`config.mk`:
```
export PLATFORM = sky130hd
export DESIGN_NAME = zbpa_lists
export DESIGN_NICKNAME = d
export VERILOG_FILES = /design/src/zbpa_pkg.sv /design/src/zbpa_lists.sv
export SDC_FILE = /design/constraint.sdc
export NUM_CORES = 1
export LEC_CHECK = 0
export ABC_AREA = 1
export BUFFER_PORTS_ARGS = -buffer_cell sky130_fd_sc_hd__buf_2
export CELL_PAD_IN_SITES_DETAIL_PLACEMENT = 1
export CELL_PAD_IN_SITES_GLOBAL_PLACEMENT = 2
export CORE_AREA = 3 3 262 264
export DETAILED_ROUTE_END_ITERATION = 7
export DIE_AREA = 0 0 265 267
export PLACE_DENSITY_LB_ADDON = 0.1
export SETUP_SLACK_MARGIN = 0.4
export SLEW_MARGIN = 20
export SYNTH_ARGS = -nofsm -noshare
export SYNTH_HDL_FRONTEND = slang
export SYNTH_SLANG_ARGS = --single-unit
```
`constraint.sdc`:
```
create_clock -name clk -period 3.3 [get_ports clk]
set_input_delay 0.66 -clock clk [delete_from_list [all_inputs] [get_ports clk]]
set_output_delay 0.66 -clock clk [all_outputs]
set_load 0.01 [all_outputs]
```
`src/zbpa_pkg.sv`:
```
// ----------------------------------------------------------------------------
// zbpa_pkg
// Shared constants and types of the zoned buddy page allocator.
// ----------------------------------------------------------------------------
package zbpa_pkg;

  // default geometry
  localparam int NUM_FRAMES_DEF = 65536;
  localparam int TOP_ORDER_DEF  = 10;

  // free page counters and configuration registers
  localparam int                CNT_W   = 17;
  localparam logic [CNT_W-1:0]  CNT_MAX = 17'h1FFFF;
  localparam logic [CNT_W-1:0]  CFG_RST = 17'h10000;

  // commands from the sequencer to the free list heads and zone counters
  typedef struct packed {
    logic head_we;   // write list head at idx
    logic cnt_add;   // saturating add to a zone counter
    logic cnt_sub;   // saturating subtract from a zone counter
    logic cnt_zone;  // 0 DMA32, 1 normal
  } zbpa_list_cmd_t;

endpackage

```
`src/zbpa_lists.sv`:
```
// ----------------------------------------------------------------------------
// zbpa_lists
// Free list heads for both zones and all orders, plus the per-zone
// saturating free page counters.
// ----------------------------------------------------------------------------
module zbpa_lists #(
  parameter int NUM_FRAMES = zbpa_pkg::NUM_FRAMES_DEF,
  parameter int TOP_ORDER  = zbpa_pkg::TOP_ORDER_DEF
) (
  input  logic                                  clk,
  input  logic                                  rst,
  input  zbpa_pkg::zbpa_list_cmd_t              cmd,
  input  logic [$clog2(2*(TOP_ORDER+1))-1:0]    idx,
  input  logic [$clog2(NUM_FRAMES):0]           head_wdata,
  input  logic [(($clog2(NUM_FRAMES)+1) > 18 ? ($clog2(NUM_FRAMES)+1) : 18)-1:0] cnt_val,
  output logic [$clog2(NUM_FRAMES):0]           head_rdata,
  output logic [zbpa_pkg::CNT_W-1:0]            low_free,
  output logic [zbpa_pkg::CNT_W-1:0]            normal_free
);
  import zbpa_pkg::*;

  localparam int AW = $clog2(NUM_FRAMES);
  localparam int FW = AW + 1;
  localparam int XW = (FW > 18) ? FW : 18;
  localparam int LN = 2 * (TOP_ORDER + 1);
  localparam logic [FW-1:0] NIL = FW'(NUM_FRAMES);

  logic [FW-1:0]    head [LN];
  logic [CNT_W-1:0] zcnt [2];
  logic [CNT_W-1:0] cur_cnt;
  logic [XW:0]      sum;
  logic [CNT_W-1:0] add_res;
  logic [CNT_W-1:0] sub_res;

  // saturating counter arithmetic on the selected zone
  always_comb begin
    cur_cnt = zcnt[cmd.cnt_zone];
    sum     = (XW+1)'(cur_cnt) + (XW+1)'(cnt_val);
    add_res = (sum > (XW+1)'(CNT_MAX)) ? CNT_MAX : sum[CNT_W-1:0];
    sub_res = (XW'(cur_cnt) > cnt_val) ? (cur_cnt - cnt_val[CNT_W-1:0]) : '0;
  end

  assign head_rdata  = head[idx];
  assign low_free    = zcnt[0];
  assign normal_free = zcnt[1];

  // head and counter updates
  always_ff @(posedge clk) begin
    if (rst) begin
      for (int k = 0; k < LN; k++) head[k] <= NIL;
      zcnt[0] <= '0;
      zcnt[1] <= '0;
    end else begin
      if (cmd.head_we) head[idx] <= head_wdata;
      if (cmd.cnt_add) zcnt[cmd.cnt_zone] <= add_res;
      else if (cmd.cnt_sub) zcnt[cmd.cnt_zone] <= sub_res;
    end
  end

endmodule

```
==> metrics.txt, run 1 <==
layout cells sized above 1=0.307; top cells by area, synth=edfxtp_1 (67%), a22oi_1 (7.9%), nor2_1 (6.0%); unrepaired setup endpoints after global routing=yes; PortBufs=96; CTS tree=yes; crit path max fanout=8; Clk pwr share=0.400; Synth area leader=edfxtp_1; largest net degree at the start of global routing=25; routed vias=19644; Post-layout nets=2632; HP Class=in -> reg; Synth Area per Inst=11.7 µm²; CP top delay family=buffers and inverters; GRT Util Overall=0.271; Peak VDD IR=0.603 mV; most common cell after layout, fill and taps aside=edfxtp_1; P_sw=4790 µW; GRT overflow=0; sequential-to-total area share from yosys stat=0.672; row cnt=95; cell leakage power=0.0126 µW; EDFF count, synth=578; Worst path most repeated cell=buf_12; # setup viols final=0; Cell variety after synth=43; post-synth top area share=0.672; clk root buf=clkbuf_16; DR iter-0 viols=1721; Placed Cells=3307; max-slew violation count=0; placement-stage worst setup slack=-385 ps; Initial Utilization=0.387; Critical Path Slowest Stage Cell=nor4_4; GPL Wtd Cong=0.868; Sink Count=578; drt total wl=96100 µm; vias per cell=5.65; post-cts hold buffer count=0; FILL cells=6990; Worst EP required=2640 ps; die area=70800 µm²; Net Sw Frac=0.261; CP endpoint kind=primary output; fmax=325 MHz; CP arrival=2420 ps; Mapped Nets=2288; Synth Warn #=0; final worst path period share=0.934; number of global-route vias before repair=20313; core area=66800 µm²; clock transition at the registers of the reported paths=60 ps; Max Cap Viol=0; Fin. Hold Viols=0; setup ws final=219 ps; H-Tree Depth=3; CP Cell Sequence=buf_12, buf_12, nor2_4, buf_12, buf_12, buf_12, a22oi_2, a21oi_4, nor4_4, nand2_1, buf_2; Remaining DRCs=0; Die Height=267 µm; Comb power frac=0.136; Max-slew headroom=0.474; DIE WIDTH=265 µm; measured slew at the worst slew-check pin=789 ps; synthesized area=25800 µm²; Post-Layout Cell Count=3474; Clock Latency Late Sink=600 ps; Flop pwr share=0.464; worst clock skew=14.2 ps; critical path class=in -> out; CP Launch Type=input port; first drt pass iteration count=5; status=completed; Layout area overhead=28.4%; PwrDens=552 nW/µm²; cts bufs inserted=67; Syn Inst Count=2204; commonest cells after routing, fill and taps aside=edfxtp_1 (578), nor2_1 (398), buf_4 (268); number of buffers and inverters on the critical path=6; WL per Instance=27.7 µm; first-pass GRT wire length=139000 µm; Main synth FF type=edfxtp_1; I/O pin total=97; ys async rst share=0; Final min period=3080 ps; antenna violations before repair=2; Max Buffers Root-to-Sink=3; HPWL after detailed placement=66600 µm; Seq cells post-synth=578; Routed Antenna Nets=0; CP peak stage delay=510 ps; P_int=13500 µW
==> kinds of logic (layout without fill, tap and decap cells) <==
group,count (synthesis),count (layout),synth area share
simple gates,801,801,0.134
flops,578,578,0.672
compound gates,486,486,0.122
buf+inv,285,680,0.0477
fa+ha+maj,38,38,0.0190
xor+xnor,16,16,0.00542
other cells,0,2,0
==> layer usage <==
| layer | up-vias | GRT usage | part of all wire | wire, µm |
|---|---|---|---|---|
| met5 | - | 0 | 0 | 0 |
| met4 | 0 | 0.0836 | 0.027 | 2590 |
| met3 | 125 | 0.0482 | 0.070 | 6680 |
| met2 | 647 | 0.426 | 0.46 | 44000 |
| met1 | 10212 | 0.385 | 0.45 | 42800 |
| li1 | 8660 | - | - | - |
==> power by group through the flow <==
stage | Combinational [µW] | Sequential [µW] | Clock [µW]
global placement | 2170 | 8640 | 0
finish | 2490 | 8510 | 7330
CTS | 2410 | 8510 | 7440
detailed placement | 2210 | 8650 | 0
global route | 2670 | 8540 | 7740
floorplan | 1150 | 8640 | 0
==> cell type report <==
cell class                      count  area (µm²)  share of cell area
Timing Repair Buffer              429        3770               0.114
Inverter                          131         538              0.0162
Sequential cell                   578       17400               0.523
Multi-Input combinational cell   1341        8300               0.250
Tap cell                          873        1090              0.0329
Antenna cell                        2        5.00            0.000151
Clock inverter                     43         367              0.0110
Clock buffer                       77        1760              0.0529
==> worst paths after layout <==
kind / start / end / slack (ps) / depth (start not counted)
min reg2reg: zcnt[0][0]$_SDFFCE_PN0P_ / zcnt[0][0]$_SDFFCE_PN0P_ / 1060 / 7
max reg2reg: zcnt[1][14]$_SDFFCE_PN0P_ / zcnt[1][1]$_SDFFCE_PN0P_ / 580 / 12
min: head_wdata[16] / head[31][16]$_DFFE_PP_ / 390 / 1
max: idx[1] / head_rdata[5] / 220 / 11
==> repair_timing <==
action	4_1_cts	5_1_grt
endpoints found under the setup margin	17	31
pin swaps	48	31
gates resized for setup	194	79
buffers inserted	38	1
cloned	5	1
==> flip-flops by register name (all words and copies together), names as in the netlist <==
| signal | count |
|---|---|
| zcnt | 34 |
| head | 544 |
==> through the flow <==
stage	hold slack, ps	setup TNS [ps]	utilization	power [µW]	cell area, µm²
after global routing	381	0	0.497	18900	33200
after detailed placement	1000	-3350	0.438	10900	29300
after global placement	1000	-2310	0.438	10800	29300
after CTS	359	0	0.491	18400	32800
after floorplan	759	0	-	9780	25900
final	385	0	0.497	18300	33200
==> synth_stat cells, types with 2 or more instances <==
library cell,count
edfxtp_1,578
nor2_1,411
a22oi_1,272
nand2_1,227
a21oi_1,190
inv_1,98
clkbuf_1,86
nand3_1,43
buf_2,40
ha_1,36
nor4_1,32
nand2_2,22
inv_2,21
nor3_1,17
xor2_1,15
nand3_2,14
buf_1,12
nand4_1,12
clkinv_1,11
o21ai_0,10
buf_6,9
nor2_2,6
a21o_1,5
buf_4,5
o21ai_1,5
nor2_4,3
a21oi_4,2
fa_1,2
nand2_4,2
nand3b_1,2
nor3_2,2
nor3_4,2
or2_2,2
No activity file was read; power rests on OpenSTA's default activity.
==> run 2, diff against run 1 <==
CELL_PAD_IN_SITES_DETAIL_PLACEMENT = unset   (was 1)
CELL_PAD_IN_SITES_GLOBAL_PLACEMENT = unset   (was 2)
CORE_AREA = 3 3 221 223   (was 3 3 262 264)
DIE_AREA = 0 0 224 226   (was 0 0 265 267)
PLACE_DENSITY = 0.75   (was unset)
PLACE_DENSITY_LB_ADDON = unset   (was 0.1)
==> run 2 against run 1 <==
Net effect:
- global-route usage grew 1.3 points
- fmax grew 3.3%
- clock skew shrank 9.2 ps
- non-clock buffer count shrank 160
- count of clock-buffer cells in the layout shrank 11
- largest power group unchanged
- highest routed layer unchanged
==> metrics.txt, run 2 (same netlist as run 1, synthesis figures left out) <==
Die Height=226 µm (was 267 µm); row cnt=79 (was 95); # setup viols final=0 (unchanged); core area=46800 µm² (was 66800 µm²); status=completed (unchanged); cts bufs inserted=58 (was 67); vias per cell=6.18 (was 5.65); Final min period=2980 ps (was 3080 ps); TNS Setup=0 ps (unchanged); Max-slew headroom=0.357 (was 0.474); routed vias=18778 (was 19644); final worst path period share=0.904 (was 0.934); WL per Instance=24.3 µm (was 27.7 µm); max-slew violation count=0 (unchanged); die area=50600 µm² (was 70800 µm²); Peak VDD IR=0.452 mV (was 0.603 mV); antenna violations before repair=3 (was 2); post-cts hold buffer count=0 (unchanged); H-Tree Depth=2 (was 3); CP endpoint kind=primary output (unchanged); layout cells sized above 1=0.243 (was 0.307); commonest cells after routing, fill and taps aside=edfxtp_1 (578), nor2_1 (405), nand2_1 (221) (was edfxtp_1 (578), nor2_1 (398), buf_4 (268)); design area=30900 µm² (was 33200 µm²); PortBufs=96 (unchanged); crit path max fanout=13 (was 8); FILL cells=3252 (was 6990); Remaining DRCs=0 (unchanged); Seq. cell area=17400 µm² (unchanged); CTS tree=yes (unchanged); measured slew at the worst slew-check pin=962 ps (was 789 ps); Clock Latency Late Sink=610 ps (was 600 ps); unrepaired setup endpoints after global routing=yes (unchanged); largest net degree at the start of global routing=43 (was 25); number of buffers and inverters on the critical path=6 (unchanged); HPWL after detailed placement=48900 µm (was 66600 µm); top flop regs=head: 544 flops, zcnt: 34 flops (unchanged); Fin. Hold Viols=0 (unchanged); CP Cell Sequence=buf_8, inv_4, nor2_4, buf_12, buf_6, a22oi_1, a21oi_1, nor4_1, buf_4, nand2_1, buf_6 (was buf_12, buf_12, nor2_4, buf_12, buf_12, buf_12, a22oi_2, a21oi_4, nor4_4, nand2_1, buf_2); overall power=17300 µW (was 18300 µW); cell leakage power=0.0115 µW (was 0.0126 µW); CP Launch Type=input port (unchanged); first drt pass iteration count=5 (unchanged); fmax=335 MHz (was 325 MHz); Post-Layout Cell Count=3037 (was 3474); Post-layout nets=2463 (was 2632); GPL Wtd Cong=0.929 (was 0.868); Max Buffers Root-to-Sink=3 (unchanged); Routed Antenna Nets=0 (unchanged); most common cell after layout, fill and taps aside=edfxtp_1 (unchanged); number of global-route vias before repair=18567 (was 20313); WHS=342 ps (was 385 ps); DR iter-0 viols=2324 (was 1721); GRT Util Overall=0.284 (was 0.271); CP arrival=2320 ps (was 2420 ps); Worst path most repeated cell=buf_6 (was buf_12); clk root buf=clkbuf_16 (unchanged); CP peak stage delay=240 ps (was 510 ps); worst clock skew=4.95 ps (was 14.2 ps); Sink Count=578 (unchanged); GRT overflow=0 (unchanged); Placed Cells=2906 (was 3307); Critical Path Slowest Stage Cell=a21oi_1 (was nor4_4); I/O pin total=97 (unchanged); drt total wl=73700 µm (was 96100 µm); Worst EP required=2640 ps (about the same); first-pass GRT wire length=109000 µm (was 139000 µm); DP Area=27800 µm² (was 29300 µm²); HP Class=in -> reg (unchanged); critical path class=in -> out (unchanged); max FFs per register=544 (unchanged); clock transition at the registers of the reported paths=60 ps (about the same); DIE WIDTH=224 µm (was 265 µm); Multi-input gate area=8010 µm² (was 8300 µm²); Max Cap Viol=0 (unchanged); Initial Utilization=0.553 (was 0.387); CP top delay family=buffers and inverters (unchanged); PwrDens=560 nW/µm² (was 552 nW/µm²); largest register by flop count=head (unchanged); Layout area overhead=19.4% (was 28.4%)
-- run 2: cell count changes in the layout (fill, tap and decap cells not counted), moves of 9 or more --
cell,delta
buf_12,-13
nor4_4,-11
buf_6,-18
clkbuf_16,-9
buf_4,-131
a21oi_1,+11
-- run 2: worst paths after layout --
kind,end,depth (start not counted),start,slack [ps]
setup / recovery,head_rdata[10],11,idx[0],320
hold / removal,head[23][12]$_DFFE_PP_,1,head_wdata[12],340
setup reg to reg,zcnt[1][5]$_SDFFCE_PN0P_,15,zcnt[1][0]$_SDFFCE_PN0P_,520
hold reg to reg,zcnt[1][0]$_SDFFCE_PN0P_,7,zcnt[0][0]$_SDFFCE_PN0P_,1060
-- run 2: repair_timing --
action                                  in CTS  in global routing
resized for setup                          106                 81
endpoints found under the setup margin      17                 19
setup buffers                               12                  4
pin swaps                                   32                 23
gates cloned                                 1                  3
-- run 2: area by class of cell --
cell class                      count  share of cell area
Multi-Input combinational cell   1341               0.259
Clock buffer                       66              0.0480
Tap cell                          607              0.0246
Inverter                          131              0.0174
Sequential cell                   578               0.562
Clock inverter                     42              0.0149
Antenna cell                        3            0.000243
Timing Repair Buffer              269              0.0732
-- run 2: through the flow --
stage	utilization	setup slack [ps]
floorplan	-	419
global placement	0.594	-189
detailed placement	0.594	-155
CTS	0.649	329
global route	0.660	268
finish	0.660	316
-- run 2: layer usage --
metal	up-vias	global-route usage	share of wire
met5	-	0	0
met3	158	0.0667	0.10
met4	0	0.103	0.032
met1	9200	0.372	0.38
met2	1098	0.469	0.49
li1	8322	-	-
-- run 2: worst register-to-register path, stage by stage (launching register included) --
cell and delay, ps:
edfxtp_1 400, or2_4 270, o21ai_2 70, inv_2 70
ha_4 190, fa_2 430, nand3_2 80, nand3_2 120
nand2_2 120, nand3_2 80, nand2_2 70, nand2_2 60
nand2_4 260, nand3_1 130, nand2_1 100, a21oi_1 80
-- run 2: where the power goes --
group / internal (µW) / switching, µW / leakage (µW)
Sequential: 8390 / 119 / 0.00546
Clock: 3810 / 2890 / 0.000929
Combinational: 701 / 1370 / 0.00509
==> run 3, diff against run 2 <==
--- a/config.mk
+++ b/config.mk
@@ -9,4 +9,5 @@
 export BUFFER_PORTS_ARGS = -buffer_cell sky130_fd_sc_hd__buf_2
 export CORE_AREA = 3 3 221 223
+export CTS_BUF_LIST = sky130_fd_sc_hd__clkbuf_4 sky130_fd_sc_hd__clkbuf_8 sky130_fd_sc_hd__clkbuf_16
 export DETAILED_ROUTE_END_ITERATION = 7
 export DIE_AREA = 0 0 224 226
==> constraint.sdc (replaced) <==
create_clock -name clk -period 3.3 [get_ports clk]
set_input_delay 0.495 -clock clk [delete_from_list [all_inputs] [get_ports clk]]
set_output_delay 0.495 -clock clk [all_outputs]
set_load 0.01 [all_outputs]
==> run 3 against run 2 <==
Net effect:
- critical path depth down 2
- worst hold slack worse by 110 ps
- global-route usage up 1.5 points
- sequential power about the same
- routed wire length up 3.3%
- flip-flop and latch count unchanged
- combinational power down 5%
- via count up 0.54%
- cell area down 3.7%
- first-iteration DRC count up 18%
- count of clock-buffer cells in the layout up 6
- fmax up 3.4%
==> metrics.txt, run 3 (same netlist as run 1, synthesis figures left out) <==
WL per Instance=25.5 µm (was 24.3 µm); Layout area overhead=15.0% (was 19.4%); drt total wl=76200 µm (was 73700 µm); first drt pass iteration count=6 (was 5); row cnt=79 (unchanged); Peak VDD IR=0.415 mV (was 0.452 mV); vias per cell=6.32 (was 6.18); max FFs per register=544 (unchanged); CP Launch Type=input port (unchanged); Multi-input gate area=7590 µm² (was 8010 µm²); antenna violations before repair=2 (was 3); Top Layer Used=met5 (was met4); max-slew violation count=0 (unchanged); Post-layout nets=2425 (was 2463); Met2 Wirelength=36000 µm (was 36100 µm); routed vias=18880 (was 18778); top flop regs=head: 544 flops, zcnt: 34 flops (unchanged); Initial Utilization=0.553 (unchanged); first-pass GRT wire length=114000 µm (was 109000 µm); layout cells sized above 1=0.192 (was 0.243); core area=46800 µm² (unchanged); post-cts hold buffer count=0 (unchanged); WP depth=9 (was 11); worst clock skew=11.6 ps (was 4.95 ps); Final min period=2890 ps (was 2980 ps); GRT overflow=0 (unchanged); DR iter-0 viols=2747 (was 2324); Worst path most repeated cell=buf_2 (was buf_6); CTS tree=yes (unchanged); Critical Path Slowest Stage Cell=nor3_1 (was a21oi_1); Post-Layout Cell Count=2989 (was 3037); most common cell after layout, fill and taps aside=edfxtp_1 (unchanged); crit path max fanout=18 (was 13); Fin. Hold Viols=0 (unchanged); Reg2Reg Depth=15 (unchanged); final worst path period share=0.874 (was 0.904); GPL Wtd Cong=0.984 (was 0.929); Die Height=226 µm (unchanged); FILL cells=3490 (was 3252); CP endpoint kind=primary output (unchanged); die area=50600 µm² (unchanged); commonest cells after routing, fill and taps aside=edfxtp_1 (578), nor2_1 (399), a22oi_1 (270) (was edfxtp_1 (578), nor2_1 (405), nand2_1 (221)); placement-stage worst setup slack=-20.9 ps (was -155 ps); critical path class=in -> out (unchanged); status=completed (unchanged); # setup viols final=0 (unchanged); largest net degree at the start of global routing=64 (was 43); setup ws final=414 ps (was 316 ps); Max Buffers Root-to-Sink=3 (unchanged); cell leakage power=0.0111 µW (was 0.0115 µW); CP startpoint=idx[2] (was idx[0]); unrepaired setup endpoints after global routing=no (was yes); Placed Cells=2883 (was 2906); DIE WIDTH=224 µm (unchanged); number of global-route vias before repair=18664 (was 18567); Sink Count=578 (unchanged); Seq. cell area=17400 µm² (unchanged); measured slew at the worst slew-check pin=1150 ps (was 962 ps); Worst EP required=2800 ps (was 2640 ps); Routed Antenna Nets=0 (unchanged); fmax=347 MHz (was 335 MHz); number of buffers and inverters on the critical path=5 (was 6); PortBufs=96 (unchanged); cts bufs inserted=56 (was 58); capturing point of the worst reg2reg path=zcnt[1][10]$_SDFFCE_PN0P_ (was zcnt[1][5]$_SDFFCE_PN0P_); # diodes=0 (was 3); Remaining DRCs=0 (unchanged); Max-slew headroom=0.230 (was 0.357); DR WL met3=8980 µm (was 7670 µm); HP Class=in -> reg (unchanged); Max Cap Viol=0 (unchanged); CP peak stage delay=410 ps (was 240 ps); Worst R2R Start=zcnt[1][0]$_SDFFCE_PN0P_ (unchanged); Clock Latency Late Sink=620 ps (was 610 ps); CP endpoint=head_rdata[14] (was head_rdata[10]); GRT Util Overall=0.300 (was 0.284); H-Tree Depth=2 (unchanged); CP arrival=2390 ps (was 2320 ps); clk root buf=clkbuf_16 (unchanged); largest register by flop count=head (unchanged); PwrDens=558 nW/µm² (was 560 nW/µm²); metal1 wirelength=28200 µm (was 27700 µm); CP Cell Sequence=buf_2, inv_1, nor3_1, inv_2, buf_4, a21oi_1, nor4_1, nand2_1, buf_2 (was buf_8, inv_4, nor2_4, buf_12, buf_6, a22oi_1, a21oi_1, nor4_1, buf_4, nand2_1, buf_6); CP top delay family=buffers and inverters (unchanged); I/O pin total=97 (unchanged); HPWL after detailed placement=50700 µm (was 48900 µm); Reg2Reg Setup Slack=550 ps (was 520 ps); clock transition at the registers of the reported paths=60 ps (about the same)
[run 3: how the worst min path moves through the flow]
| stage | start | end | slack [ps] | depth (start not counted) |
|---|---|---|---|---|
| 2_1_floorplan | head_wdata[0] | head[22][0]$_DFFE_PP_ | 590 | 0 |
| 3_3_place_gp | head_wdata[8] | head[24][8]$_DFFE_PP_ | 840 | 1 |
| 3_5_place_dp | head_wdata[8] | head[24][8]$_DFFE_PP_ | 860 | 1 |
| 4_1_cts | head_wdata[8] | head[24][8]$_DFFE_PP_ | 200 | 1 |
| 5_1_grt | head_wdata[8] | head[24][8]$_DFFE_PP_ | 230 | 1 |
| 6_report | head_wdata[16] | head[28][16]$_DFFE_PP_ | 240 | 1 |
[run 3: metal layers]
| metal | GRT usage | vias to the layer above |
|---|---|---|
| met5 | 0 | - |
| met4 | 0.125 | 4 |
| met3 | 0.0565 | 184 |
| met2 | 0.480 | 1230 |
| met1 | 0.407 | 9226 |
| li1 | - | 8236 |
[run 3: area by class of cell]
type	count	share of cell area
flip-flops and latches	578	0.584
clock inverters	27	0.00703
multi-input cells	1341	0.256
well taps	607	0.0256
repair buffers	232	0.0589
repair inverters	1	0.000253
inverters	131	0.0173
clock buffers	72	0.0512
[run 3: metrics by stage]
step | setup TNS, ps | hold WS [ps] | cell area, µm² | utilization | total power [µW]
2_1_floorplan | 0 | 594 | 25900 | - | 9770
6_report | 0 | 236 | 29700 | 0.635 | 16600
5_1_grt | 0 | 234 | 29700 | 0.635 | 17000
3_5_place_dp | -20.9 | 860 | 27600 | 0.590 | 10500
4_1_cts | 0 | 205 | 29500 | 0.631 | 16600
3_3_place_gp | 0 | 840 | 27600 | 0.590 | 10500
[run 3: timing repair]
item / 4_1_cts / 5_1_grt
pin swaps: 6 / 10
gates resized for setup: 27 / 35
cloned: 1 / 1
endpoints found under the setup margin: 16 / 50
setup buffers: 1 / 4
[run 3: report_power, final]
part           leakage (µW)  total [µW]  internal (µW)  switching (µW)
combinational       0.00479        1960            602            1360
sequential          0.00546        8500           8390             106
clock              0.000861        6120           3410            2710
[run 3: worst register-to-register path: cells and delay by family, from the launching register on]
| family | cells | cell delay, ps |
|---|---|---|
| and+or+nand+nor | 10 | 1290 |
| buffers and inverters | 1 | 60 |
| AOI/OAI and AO/OA | 2 | 170 |
| DFF | 1 | 390 |
| adders and majority gates | 2 | 580 |
